`config.mk`:
```
export PLATFORM = sky130hd
export DESIGN_NAME = pgb_back
export DESIGN_NICKNAME = d
export VERILOG_FILES = /design/src/rtl/pgb_pkg.sv /design/src/rtl/pgb_back.sv
export SDC_FILE = /design/constraint.sdc
export NUM_CORES = 1
export LEC_CHECK = 0
export ABC_AREA = 1
export BUFFER_PORTS_ARGS = -buffer_cell sky130_fd_sc_hd__buf_2
export CORE_UTILIZATION = 50
export CTS_CLUSTER_SIZE = 16
export DETAILED_ROUTE_END_ITERATION = 6
export PLACE_DENSITY = 0.83
export SETUP_SLACK_MARGIN = 0.2
export SLEW_MARGIN = 10
export SYNTH_ARGS = -nofsm -noshare
export SYNTH_HDL_FRONTEND = slang
export SYNTH_SLANG_ARGS = --single-unit
```
`constraint.sdc`:
```
create_clock -name clk -period 7.9 [get_ports clk]
set_input_delay 0.79 -clock clk [delete_from_list [all_inputs] [get_ports clk]]
set_output_delay 0.79 -clock clk [all_outputs]
set_load 0.02 [all_outputs]
```
`src/rtl/pgb_pkg.sv`:
```
package pgb_pkg;

  // Printable character range held in the glyph store.
  localparam logic [7:0] FIRST_CODE = 8'h20;
  localparam logic [9:0] GLYPHS_PER_FONT = 10'd96;

  // Framebuffer geometry of one plane, in bytes.
  localparam logic [31:0] ROW_BYTES = 32'd80;
  localparam logic [31:0] PLANE_BYTES = 32'd38400;

  // Glyph store index width before it is fitted to the store depth.
  localparam int GIDX_W = 13;

  // Draw jobs waiting between the front and the back.
  localparam int QUEUE_DEPTH = 2;
  localparam int QPTR_W = (QUEUE_DEPTH > 1) ? $clog2(QUEUE_DEPTH) : 1;
  localparam int QCNT_W = $clog2(QUEUE_DEPTH + 1);

  localparam logic ACTION_LOAD = 1'b0;
  localparam logic ACTION_DRAW = 1'b1;

  typedef struct packed {
    logic       action;
    logic [2:0] font_select;
    logic [7:0] char_code;
    logic [2:0] glyph_row;
    logic [7:0] row_bits;
    logic [9:0] pos_x;
    logic [8:0] pos_y;
    logic [3:0] color;
  } cmd_t;

  typedef struct packed {
    logic [31:0] byte_address;
    logic [7:0]  pixel_mask;
    logic [7:0]  write_bits;
    logic        last;
  } result_t;

  typedef struct packed {
    logic [2:0] font;
    logic [6:0] glyph_off;
    logic [9:0] pos_x;
    logic [8:0] pos_y;
    logic [3:0] color;
  } job_t;

  typedef struct packed {
    logic q_full;
    logic q_empty;
    logic back_idle;
  } drain_t;

  // Byte index of one glyph row: eight rows per glyph, 96 glyphs per font.
  function automatic logic [GIDX_W-1:0] glyph_index(input logic [2:0] font,
                                                    input logic [6:0] off,
                                                    input logic [2:0] row);
    logic [9:0] num;
    num = 10'(font) * GLYPHS_PER_FONT + 10'(off);
    return {num, row};
  endfunction

endpackage

```
`src/rtl/pgb_back.sv`:
```
module pgb_back #(
  parameter int SCREEN_WIDTH = 640,
  parameter int SCREEN_HEIGHT = 480,
  parameter int AW = 13
) (
  input  logic            clk,
  input  logic            rst,
  input  logic [31:0]     base,
  input  logic            q_empty,
  input  pgb_pkg::job_t   q_job,
  output logic            pop,
  output logic            idle,
  output logic            ram_re,
  output logic [AW-1:0]   ram_raddr,
  input  logic [7:0]      ram_rdata,
  output logic            result_strobe,
  output pgb_pkg::result_t result
);

  import pgb_pkg::*;

  localparam logic [10:0] SCREEN_W = 11'(SCREEN_WIDTH);
  localparam logic [9:0]  SCREEN_H = 10'(SCREEN_HEIGHT);

  typedef enum logic [2:0] {
    S_IDLE,
    S_READ,
    S_CALC,
    S_EMIT,
    S_FLUSH
  } state_t;

  state_t      state;
  job_t        job;
  logic [2:0]  row;
  logic [7:0]  lmask;
  logic [7:0]  rmask;
  logic [31:0] line_addr;
  logic        side;
  logic [1:0]  plane;
  result_t     pend;
  logic        pend_valid;

  logic [9:0]  y;
  logic [7:0]  col0;
  logic [15:0] spread;
  logic [7:0]  lmask_next;
  logic [7:0]  rmask_next;
  logic [31:0] line_addr_next;
  result_t     wr;
  result_t     flush_beat;
  logic [7:0]  wr_mask;
  logic        row_done;

  // On-screen bits of one framebuffer byte column, bit 7 leftmost.
  function automatic logic [7:0] clip_mask(input logic [7:0] colbyte);
    logic [7:0] m;
    for (int k = 0; k < 8; k++) begin
      m[7-k] = ({colbyte, 3'b000} + 11'(k)) < SCREEN_W;
    end
    return m;
  endfunction

  assign idle      = (state == S_IDLE);
  assign pop       = (state == S_IDLE) && !q_empty;
  assign ram_re    = (state == S_READ);
  assign ram_raddr = AW'(glyph_index(job.font, job.glyph_off, row));

  always_comb begin
    y      = 10'(job.pos_y) + 10'(row);
    col0   = 8'(job.pos_x[9:3]);
    spread = {ram_rdata, 8'h00} >> job.pos_x[2:0];
    if (y < SCREEN_H) begin
      lmask_next = spread[15:8] & clip_mask(col0);
      rmask_next = spread[7:0] & clip_mask(col0 + 8'd1);
    end else begin
      lmask_next = 8'h00;
      rmask_next = 8'h00;
    end
    line_addr_next = base + 32'(y) * ROW_BYTES + 32'(col0)
                     + 32'(lmask_next == 8'h00);
  end

  always_comb begin
    wr_mask         = side ? rmask : lmask;
    wr.byte_address = line_addr + 32'(plane) * PLANE_BYTES;
    wr.pixel_mask   = wr_mask;
    wr.write_bits   = job.color[plane] ? wr_mask : 8'h00;
    wr.last         = 1'b0;
    flush_beat      = pend;
    flush_beat.last = 1'b1;
    row_done        = (plane == 2'd3) && (side || (rmask == 8'h00));
  end

  always_ff @(posedge clk) begin
    if (rst) begin
      state         <= S_IDLE;
      pend_valid    <= 1'b0;
      result_strobe <= 1'b0;
    end else begin
      result_strobe <= 1'b0;
      unique case (state)
        S_IDLE: begin
          if (!q_empty) begin
            job   <= q_job;
            row   <= 3'd0;
            state <= S_READ;
          end
        end
        S_READ: begin
          state <= S_CALC;
        end
        S_CALC: begin
          lmask     <= lmask_next;
          rmask     <= rmask_next;
          line_addr <= line_addr_next;
          side      <= (lmask_next == 8'h00);
          plane     <= 2'd0;
          if ((lmask_next != 8'h00) || (rmask_next != 8'h00)) begin
            state <= S_EMIT;
          end else if (row == 3'd7) begin
            state <= S_FLUSH;
          end else begin
            row   <= row + 3'd1;
            state <= S_READ;
          end
        end
        S_EMIT: begin
          // Hold each write back by one so the final one can carry last.
          result_strobe <= pend_valid;
          result        <= pend;
          pend          <= wr;
          pend_valid    <= 1'b1;
          plane         <= plane + 2'd1;
          if (row_done) begin
            if (row == 3'd7) begin
              state <= S_FLUSH;
            end else begin
              row   <= row + 3'd1;
              state <= S_READ;
            end
          end else if (plane == 2'd3) begin
            side      <= 1'b1;
            line_addr <= line_addr + 32'd1;
          end
        end
        S_FLUSH: begin
          result_strobe <= pend_valid;
          result        <= flush_beat;
          pend_valid    <= 1'b0;
          state         <= S_IDLE;
        end
        default: begin
          state <= S_IDLE;
        end
      endcase
    end
  end

endmodule

```
* After elaboration in Yosys (flattened, before gate mapping)
Cells that the tools add are included.
** Word-level totals
- Logic and storage cells :: 130
- Flip-flop bits (word level) :: 189
- Input port bits :: 76
- Output and inout bits :: 66
** Operators by class
- Reduce and logical (&&, ||, !) cells :: 23
- $lt $le $gt $ge :: 18
- Equal/unequal tests :: 11
- Muxes and demuxes :: 24
- Bitwise logic cells :: 5
- $add $sub $neg :: 24
- Shift-type cells :: 1
- $mul :: 3
** Operator list (count)
- less-than comparator 11 x 10 -> 1 bit, second input constant :: 15
- one-hot mux 49 bit (2 select lines) :: 1
- 2-to-1 mux 32 bit :: 2
- one-hot mux 32 bit (2 select lines) :: 1
- adder 10 x 3 -> 11 bit, second input constant :: 4
- adder 11 x 3 -> 11 bit, second input constant :: 4
- adder 32 x 1 -> 32 bit :: 1
- adder 32 x 1 -> 32 bit, second input constant :: 1
- adder 32 x 17 -> 32 bit :: 1
- adder 32 x 18 -> 32 bit :: 1
- adder 32 x 7 -> 32 bit :: 1
- 2-to-1 mux 3 bit :: 8
- 2-to-1 mux 8 bit :: 3
- adder 10 x 2 -> 11 bit, second input constant :: 2
- adder 11 x 2 -> 11 bit, second input constant :: 2
- bitwise AND 8 bit :: 2
- zero test 8 bit :: 2
- nonzero test 8 bit :: 2
- >> shifter 16 x 3 -> 16 bit :: 1
- multiplier 10 x 3 -> 13 bit, second input constant :: 1
- one-hot mux 3 bit (4 select lines) :: 1
- adder 10 x 1 -> 11 bit, second input constant :: 1
- adder 11 x 1 -> 11 bit, second input constant :: 1
- adder 10 x 7 -> 10 bit :: 1
- 31 further kinds :: 50

* Depth between registers and ports, before layout
Gate-level depths: netlist of the first run.
- Depth after elaboration :: 9
- Gate-level depth with buffers :: 31

* Worst setup path before layout of the first run
Ideal clock, no wire load.
- Path type :: reg2reg
- From :: reg row[0]
- To :: reg line_addr[27], data pin
- Library setup time :: 258 ps
- Buffers on the path :: 0
- Arrival time :: 4843 ps
- Cell stages (with the launch flop) :: 28
- Clock period less this slack :: 5101 ps
- Setup slack :: 2799 ps
- Data required time :: 7642 ps
- Cells stage by stage :: edfxtp_1 > ha_1 > inv_1 > fa_1 > o21ai_2 > xnor2_1 > inv_1 > ha_1 > fa_1 > nand3_1 > nand2_1 > a21oi_1 > o21bai_1 > nand2_1 > nand2_1 > a21oi_1 > xor2_1 > ha_1 > ha_1 > nand2_1 > nor4_2 > nand4_1 > nand3_1 > and2_2 > nand3_1 > xnor2_1 > nand2_1 > nand2_1
** On the way
- Cells in the longest elaborated chain, start to end :: 6
** RTL lines
- from (decl) :: RTL line pgb_back.sv:35 : logic [2:0] row;
- from (signal assigned) :: RTL line pgb_back.sv:124 : row <= row + 3'd1;
- from (signal assigned) :: RTL line pgb_back.sv:139 : row <= row + 3'd1;
- adder 9 x 3 -> 10 bit (*) :: RTL line pgb_back.sv:70 : y = 10'(job.pos_y) + 10'(row);
- multiplier 10 x 3 -> 13 bit / less-than comparator 10 x 9 -> 1 bit (equally long branches) :: RTL line pgb_back.sv:80, pgb_back.sv:73
- adder 32 x 17 -> 32 bit / 2-to-1 mux 8 bit (equally long branches) :: RTL line pgb_back.sv:80, pgb_back.sv:73
- adder 32 x 7 -> 32 bit / zero test 8 bit (equally long branches) :: RTL line pgb_back.sv:80, pgb_back.sv:81
- adder 32 x 1 -> 32 bit (*) :: RTL line pgb_back.sv:81 : + 32'(lmask_next == 8'h00);
- one-hot mux 32 bit (2 select lines) (*) :: RTL line pgb_back.sv:102 : unique case (state)
- to (signal assigned) :: RTL line pgb_back.sv:116 : line_addr <= line_addr_next;
- to (signal assigned) :: RTL line pgb_back.sv:144 : line_addr <= line_addr + 32'd1;
- to (decl) :: RTL line pgb_back.sv:38 : logic [31:0] line_addr;
Every way passes the cells marked *; elsewhere a longest branch is shown, timed or not.
A chain may end at the register's enable or synchronous reset.

* Worst setup path in the final report of the first run
Same ends and word-level chain as after synthesis.

==> metrics.csv, run 1 <==
stage,metric,value,unit
status,status,"complete, no violations",
logic_synthesis,synth_common_cells,"nand2_1 (234), edfxtp_1 (183), inv_1 (121)",
die,die_width,147.6,um
timing,setup_viol,0,
timing,clock_skew,0.009938,ns
drt,ant_nets,0,
clocking,cts_tree,done,
final_layout,antenna_cells,0,
die,start_util,51.71,%
power_and_ir_drop,p_per_area,374.0,mW/mm^2
clocking,hold_buffers,0,
timing,timing.slew.headroom,28.61,%
grt,grt_pass1_vias,7264,
critical_path,worst-r2r-setup-slack,2.40,ns
placed_design,place.gp.congestion,0.9192,
die,core_area,0.02049,mm^2
worst_hold_path,hp-start,flush_beat[46],
die,rows,52,
clocking,clock_sinks,188,
logic_synthesis,netlist_top_cells_area,"edfxtp_1 (52%), nand2_1 (8.3%), ha_1 (7.9%)",
logic_synthesis,syn_inst,1071,
final_layout,postLayoutCoreUtil,59.49,%
drt,drc,0,
die,die_h,147.6,um
drt,routed-via-count,7718,
critical_path,r2r_start,row[0],
timing,fin_tns_setup,0,ns
timing,rsz0062_at_grt,no,
critical_path,crit_type,flip-flop to flip-flop,
logic_synthesis,synthesis.nets,1224,
worst_hold_path,worst_hold_path_type,flip-flop to flip-flop,
critical_path,ff2ff_path_depth,27,
critical_path,r2r_end,line_addr[27],
die,ios,142,
logic_synthesis,async_reset_ff_share,0,%
timing,post-route-period-util,69.67,%
logic_synthesis,synth.most_common_cell,nand2_1,
logic_synthesis,synth_top_area_share,51.85,%
timing,setup_ws,2.396,ns
clocking,numCtsBuffers,17,
critical_path,required,8.08,ns
final_layout,fin_nets,1371,
clocking,cts.path.max_buffers,2,
grt,grt_remaining_overflow,0,
critical_path,cp_max_fo,6,
worst_hold_path,min_path_cells,0,
grt,grt_max_degree,50,
drt,wl_per_cell,14.20,um
timing,slew_violations,0,
logic_synthesis,synth_top_area_cell,edfxtp_1,
final_layout,drive_gt1_share,17.95,%
clocking,cts.repair.resized,0,
drt,drt_iter0_markers,594,
grt,grt_pass1_wl,34.52,mm
logic_synthesis,yosys_warnings,0,
critical_path,arrival,5.69,ns
power_and_ir_drop,p_total,4.561,mW
logic_synthesis,synth_edf_count,183,
placed_design,placed_area,0.01160,mm^2
drt,firstDrtPassIters,6,
grt,track_usage,20.19,%
clocking,cts_setup_buffers,0,
flow_run,drv_cap,0,
clocking,ctsHtreeMaxLevel,4,
logic_synthesis,avgSynthCellArea,9.895,um^2
logic_synthesis,syn_area,0.01060,mm^2
power_and_ir_drop,power_leakage,5.247,nW
timing,worst_pin_slew,1.065,ns
drt,via_per_inst,5.142,
clocking,clock-root-buffer,clkbuf_16,
grt,antenna_found_initial,0,
logic_synthesis,synth_top_flop_cell,edfxtp_1,
drt,routed_wl,21.32,mm
clocking,path_clk_slew,0.07,ns
power_and_ir_drop,vdd_drop_max,0.3270,mV
final_layout,areaGrowthSynthToFinish,15.05,%
final_layout,design_area,0.01219,mm^2
critical_path,cp-start-kind,flip-flop,
placed_design,io_buffers,141,
placed_design,pre_cts_ws,2.452,ns
logic_synthesis,ys_seq_area_share,52.80,%
timing,layout_min_cycle_time,5.504,ns
timing,max_clock_freq,0.1817,GHz
logic_synthesis,synth_seq_cells,188,
critical_path,crit_path_end_kind,flip-flop,
logic_synthesis,synth.distinct_cells,48,
placed_design,dpl.hpwl,16.22,mm
worst_hold_path,whs_endpoint,result[46],
clocking,clock_latency,0.43,ns
timing,hold_violations,0,
die,die_area,0.02178,mm^2
-- kinds of logic (layout without fill, tap and decap cells) --
| kind of cell | after synthesis | count (layout) | share of synthesized area, % |
|---|---|---|---|
| adder cells (fa/ha/maj) | 77 | 77 | 9.799 |
| AND/OR/NAND/NOR | 451 | 451 | 18.77 |
| XOR/XNOR | 70 | 70 | 5.785 |
| buffers and inverters | 141 | 301 | 5.289 |
| multiplexers | 1 | 1 | 0.09445 |
| AO/OA/AOI/OAI | 143 | 143 | 7.462 |
| flip-flops | 188 | 188 | 52.80 |
-- power breakdown --
group          switching (mW)  total [mW]  internal, mW
sequential             0.0994        1.46          1.36
clock                   0.397       0.846         0.449
combinational            1.42        2.25         0.833
total                    1.91        4.56          2.65
-- state kept, by name (all words and copies together) (netlist names) --
signal         count
result            49
flush_beat        48
line_addr         32
job               26
lmask              8
col0               7
rmask              7
row                3
state              3
plane              2
pend_valid         1
result_strobe      1
side               1
-- worst max-delay path, cell delays in order, from the launching register on --
cell	delay, ns
edfxtp_1	0.42
ha_1	0.23
inv_1	0.07
fa_1	0.43
o21ai_2	0.21
xnor2_1	0.14
inv_1	0.08
ha_1	0.34
fa_1	0.46
nand3_1	0.10
nand2_1	0.08
a21oi_1	0.14
o21bai_1	0.12
nand2_1	0.08
nand2_1	0.05
a21oi_1	0.15
xor2_1	0.18
ha_1	0.27
ha_1	0.39
nand2_1	0.14
nor4_2	0.31
nand4_1	0.18
nand3_1	0.14
and2_2	0.20
nand3_1	0.09
xnor2_1	0.13
nand2_1	0.06
nand2_1	0.06
-- through the flow --
| stage | std cells | hold WS, ns |
|---|---|---|
| floorplan | 1071 | 0.4003 |
| global placement | 1469 | 0.4005 |
| detailed placement | 1469 | 0.4045 |
| CTS | 1501 | 0.4197 |
| global route | 1501 | 0.4223 |
| finish | 1501 | 0.4184 |
-- placed cells by master (no fill, tap or decap), drive strengths merged, types with 6 or more instances in the layout --
master / count
nand3: 50
xor2: 52
edfxtp: 183
inv: 128
buf: 146
nor3: 25
a21oi: 58
nand2: 241
nor4: 6
o21ai: 55
clkinv: 6
o211ai: 8
nand4: 8
clkbuf: 18
xnor2: 18
fa: 10
nor2: 108
ha: 67
-- layer usage --
metal / up-vias / GRT usage [%] / share of wire, %
li1: 3934 / - / -
met1: 3477 / 26.94 / 46
met2: 268 / 32.76 / 46
met3: 39 / 4.321 / 5.3
met4: 0 / 6.856 / 2.2
met5: - / 0 / 0
-- how the worst max path moves through the flow --
stage                     slack [ns]  cells past startpoint   start             to
final                           2.40                     27  row[0]  line_addr[27]
after global routing            1.97                     29  row[0]  line_addr[31]
after CTS                       2.43                     27  row[0]  line_addr[27]
after detailed placement        2.45                     27  row[0]  line_addr[27]
after global placement          2.64                     27  row[0]  line_addr[27]
after floorplan                 2.80                     27  row[0]  line_addr[27]
-- cell type report --
cell class / count / area, um^2
fillers: 1699 / 8302
flip-flops and latches: 188 / 5595
multi-input cells: 742 / 4467
repair buffers: 146 / 743.2
inverters: 123 / 461.7
clock buffers: 18 / 429.2
well taps: 270 / 337.8
clock inverters: 14 / 158.9
Note: power is estimated with default switching activity, not from simulation.
==> run 2, diff against run 1 <==
PLACE_DENSITY = 0.86   (was 0.83)
clock period = 4.7 ns   (was 7.9 ns; I/O delays follow)
==> metrics.csv, run 2 (synthesized netlist as in run 1, its figures left out) <==
stage,metric,value,unit,change
status,status,finished with violations,,"was complete, no violations"
status,violations,negative setup slack,,
timing,timing.slew.headroom,32.05,%,was 28.61%
drt,wl_per_cell,15.16,um,was 14.20 um
critical_path,worst_path_most_repeated_cell,nor2_1,,was nand2_1
drt,via_per_inst,5.233,,was 5.142
clocking,path_clk_slew,0.08,ns,was 0.07 ns
final_layout,areaGrowthSynthToFinish,24.70,%,was 15.05%
critical_path,slowest_delay,0.43,ns,was 0.46 ns
drt,routed-via-count,8100,,was 7718
timing,clock_skew,0.01319,ns,was 0.009938 ns
drt,ant_nets,0,,unchanged
critical_path,cpMaxStageDelayCell,fa_2,,was fa_1
final_layout,antenna_cells,0,,unchanged
final_layout,largest-register,result,,unchanged
final_layout,final_cell_count_no_fill,1548,,was 1501
grt,grt_remaining_overflow,0,,unchanged
drt,drt_iter0_markers,543,,was 594
final_layout,fin_nets,1418,,was 1371
timing,setup_viol,13,,was 0
grt,track_usage,21.44,%,was 20.19%
critical_path,crit_path_end_kind,flip-flop,,unchanged
timing,hold_violations,0,,unchanged
clocking,cts_tree,done,,unchanged
final_layout,final_cell_mix,"nand2_1 (221), edfxtp_1 (183), buf_2 (141)",,"was nand2_1 (234), edfxtp_1 (183), buf_2 (141)"
timing,post-route-period-util,105.0,%,was 69.67%
die,start_util,51.71,%,unchanged
final_layout,postLayoutCoreUtil,64.48,%,was 59.49%
timing,max_clock_freq,0.2026,GHz,was 0.1817 GHz
drt,firstDrtPassIters,5,,was 6
grt,met1_usage,28.39,%,was 26.94%
critical_path,crit_type,flip-flop to flip-flop,,unchanged
placed_design,placed_area,0.01196,mm^2,was 0.01160 mm^2
grt,grt_pass1_vias,7707,,was 7264
clocking,numCtsBuffers,17,,unchanged
final_layout,fillers,1556,,was 1699
power_and_ir_drop,p_per_area,696.5,mW/mm^2,was 374.0 mW/mm^2
timing,rsz0062_at_grt,yes,,was no
grt,gr-usage-met2,36.23,%,was 32.76%
drt,drc,0,,unchanged
timing,whs,0.2054,ns,was 0.4184 ns
final_layout,largest_reg_flops,49,,unchanged
clocking,clock_sinks,188,,unchanged
critical_path,critPathTopFamily,adder cells,,unchanged
die,ios,142,,unchanged
placed_design,place.gp.congestion,0.9013,,was 0.9192
placed_design,io_buffers,141,,unchanged
grt,antenna_found_initial,0,,unchanged
die,die_area,0.02178,mm^2,unchanged
power_and_ir_drop,vdd_drop_max,0.6481,mV,was 0.3270 mV
critical_path,arrival,5.13,ns,was 5.69 ns
final_layout,layout.cells.most_common,nand2_1,,unchanged
critical_path,cp_max_fo,4,,was 6
power_and_ir_drop,power_leakage,5.586,nW,was 5.247 nW
die,die_width,147.6,um,unchanged
final_layout,design_area,0.01322,mm^2,was 0.01219 mm^2
die,die_h,147.6,um,unchanged
grt,busiest_layer,met2,,unchanged
die,core_area,0.02049,mm^2,unchanged
grt,grt_use_met3,3.148,%,was 4.321%
drt,routed_wl,23.46,mm,was 21.32 mm
die,rows,52,,unchanged
timing,fin_tns_setup,-2.528,ns,was 0 ns
placed_design,numPlacedInstances,1486,,was 1469
timing,slew_violations,0,,unchanged
clocking,clock-root-buffer,clkbuf_16,,unchanged
clocking,clock_latency,0.44,ns,was 0.43 ns
final_layout,drive_gt1_share,28.17,%,was 17.95%
timing,setup_ws,-0.2348,ns,was 2.396 ns
flow_run,drv_cap,0,,unchanged
grt,grt_max_degree,42,,was 50
clocking,ctsHtreeMaxLevel,4,,unchanged
timing,layout_min_cycle_time,4.935,ns,was 5.504 ns
placed_design,dpl.hpwl,17.06,mm,was 16.22 mm
power_and_ir_drop,p_total,9.204,mW,was 4.561 mW
placed_design,pre_cts_ws,-0.1951,ns,was 2.452 ns
clocking,cts.path.max_buffers,2,,unchanged
critical_path,required,4.90,ns,was 8.08 ns
timing,worst_pin_slew,1.014,ns,was 1.065 ns
critical_path,critPathBufInv,5,,was 2
grt,grt_pass1_wl,36.78,mm,was 34.52 mm
critical_path,cp-start-kind,flip-flop,,unchanged
worst_hold_path,worst_hold_path_type,input pin to flip-flop,,was flip-flop to flip-flop
run 2: cell types whose count changed in the layout (fill, tap and decap cells not counted), sizes merged:
| cell | previous run | this run |
|---|---|---|
| clkbuf | 18 | 17 |
| buf | 146 | 193 |
| bufinv | 1 | 2 |
| inv | 128 | 131 |
| clkinv | 6 | 3 |
run 2: worst reg2reg max path, delay by kind of cell, from the launching register on:
kind                       cells  cell delay, ns
and+or+nand+nor               13            1.11
xor gates and xnor gates       1            0.15
AOI/OAI and AO/OA              6            0.98
adders and majority gates      6            1.63
buffers and inverters          5            0.46
DFF                            1            0.36
run 2: power by group:
group,internal (mW),switching (mW),total [mW]
Clock,0.828,0.700,1.53
Sequential,2.29,0.169,2.46
Combinational,2.16,3.05,5.21
Total,5.28,3.92,9.20
run 2: path summary, 6_finish.rpt:
kind / startpoint / end / slack (ns) / cells after the start
min: q_job[10] / job[10] / 0.21 / 1
max: row[0] / line_addr[24] / -0.23 / 31
min reg2reg: flush_beat[2] / result[2] / 0.41 / 0
max reg2reg: row[0] / line_addr[24] / -0.23 / 31
run 2: layout make-up:
| class | instances | area [um^2] | share of cell area, % |
|---|---|---|---|
| inverter | 123 | 461.7 | 3.494 |
| clock inverter | 15 | 214.0 | 1.619 |
| sequential | 188 | 5595 | 42.34 |
| multi-input combinational | 742 | 5066 | 38.34 |
| clock buffer | 17 | 425.4 | 3.219 |
| tap | 270 | 337.8 | 2.556 |
| timing repair buffer | 193 | 1115 | 8.436 |
run 2: routing by layer:
| metal | vias up | routed length, um |
|---|---|---|
| met2 | 285 | 11620 |
| met3 | 46 | 1209 |
| met4 | 0 | 532 |
| met1 | 3743 | 10100 |
| li1 | 4026 | - |
| met5 | - | 0 |
run 2: repair_timing:
item	CTS	global route
pin swaps	39	47
setup endpoints to repair	15	21
gates resized for setup	37	52
cloned	0	0
buffers inserted	15	15
hold buffers	0	0
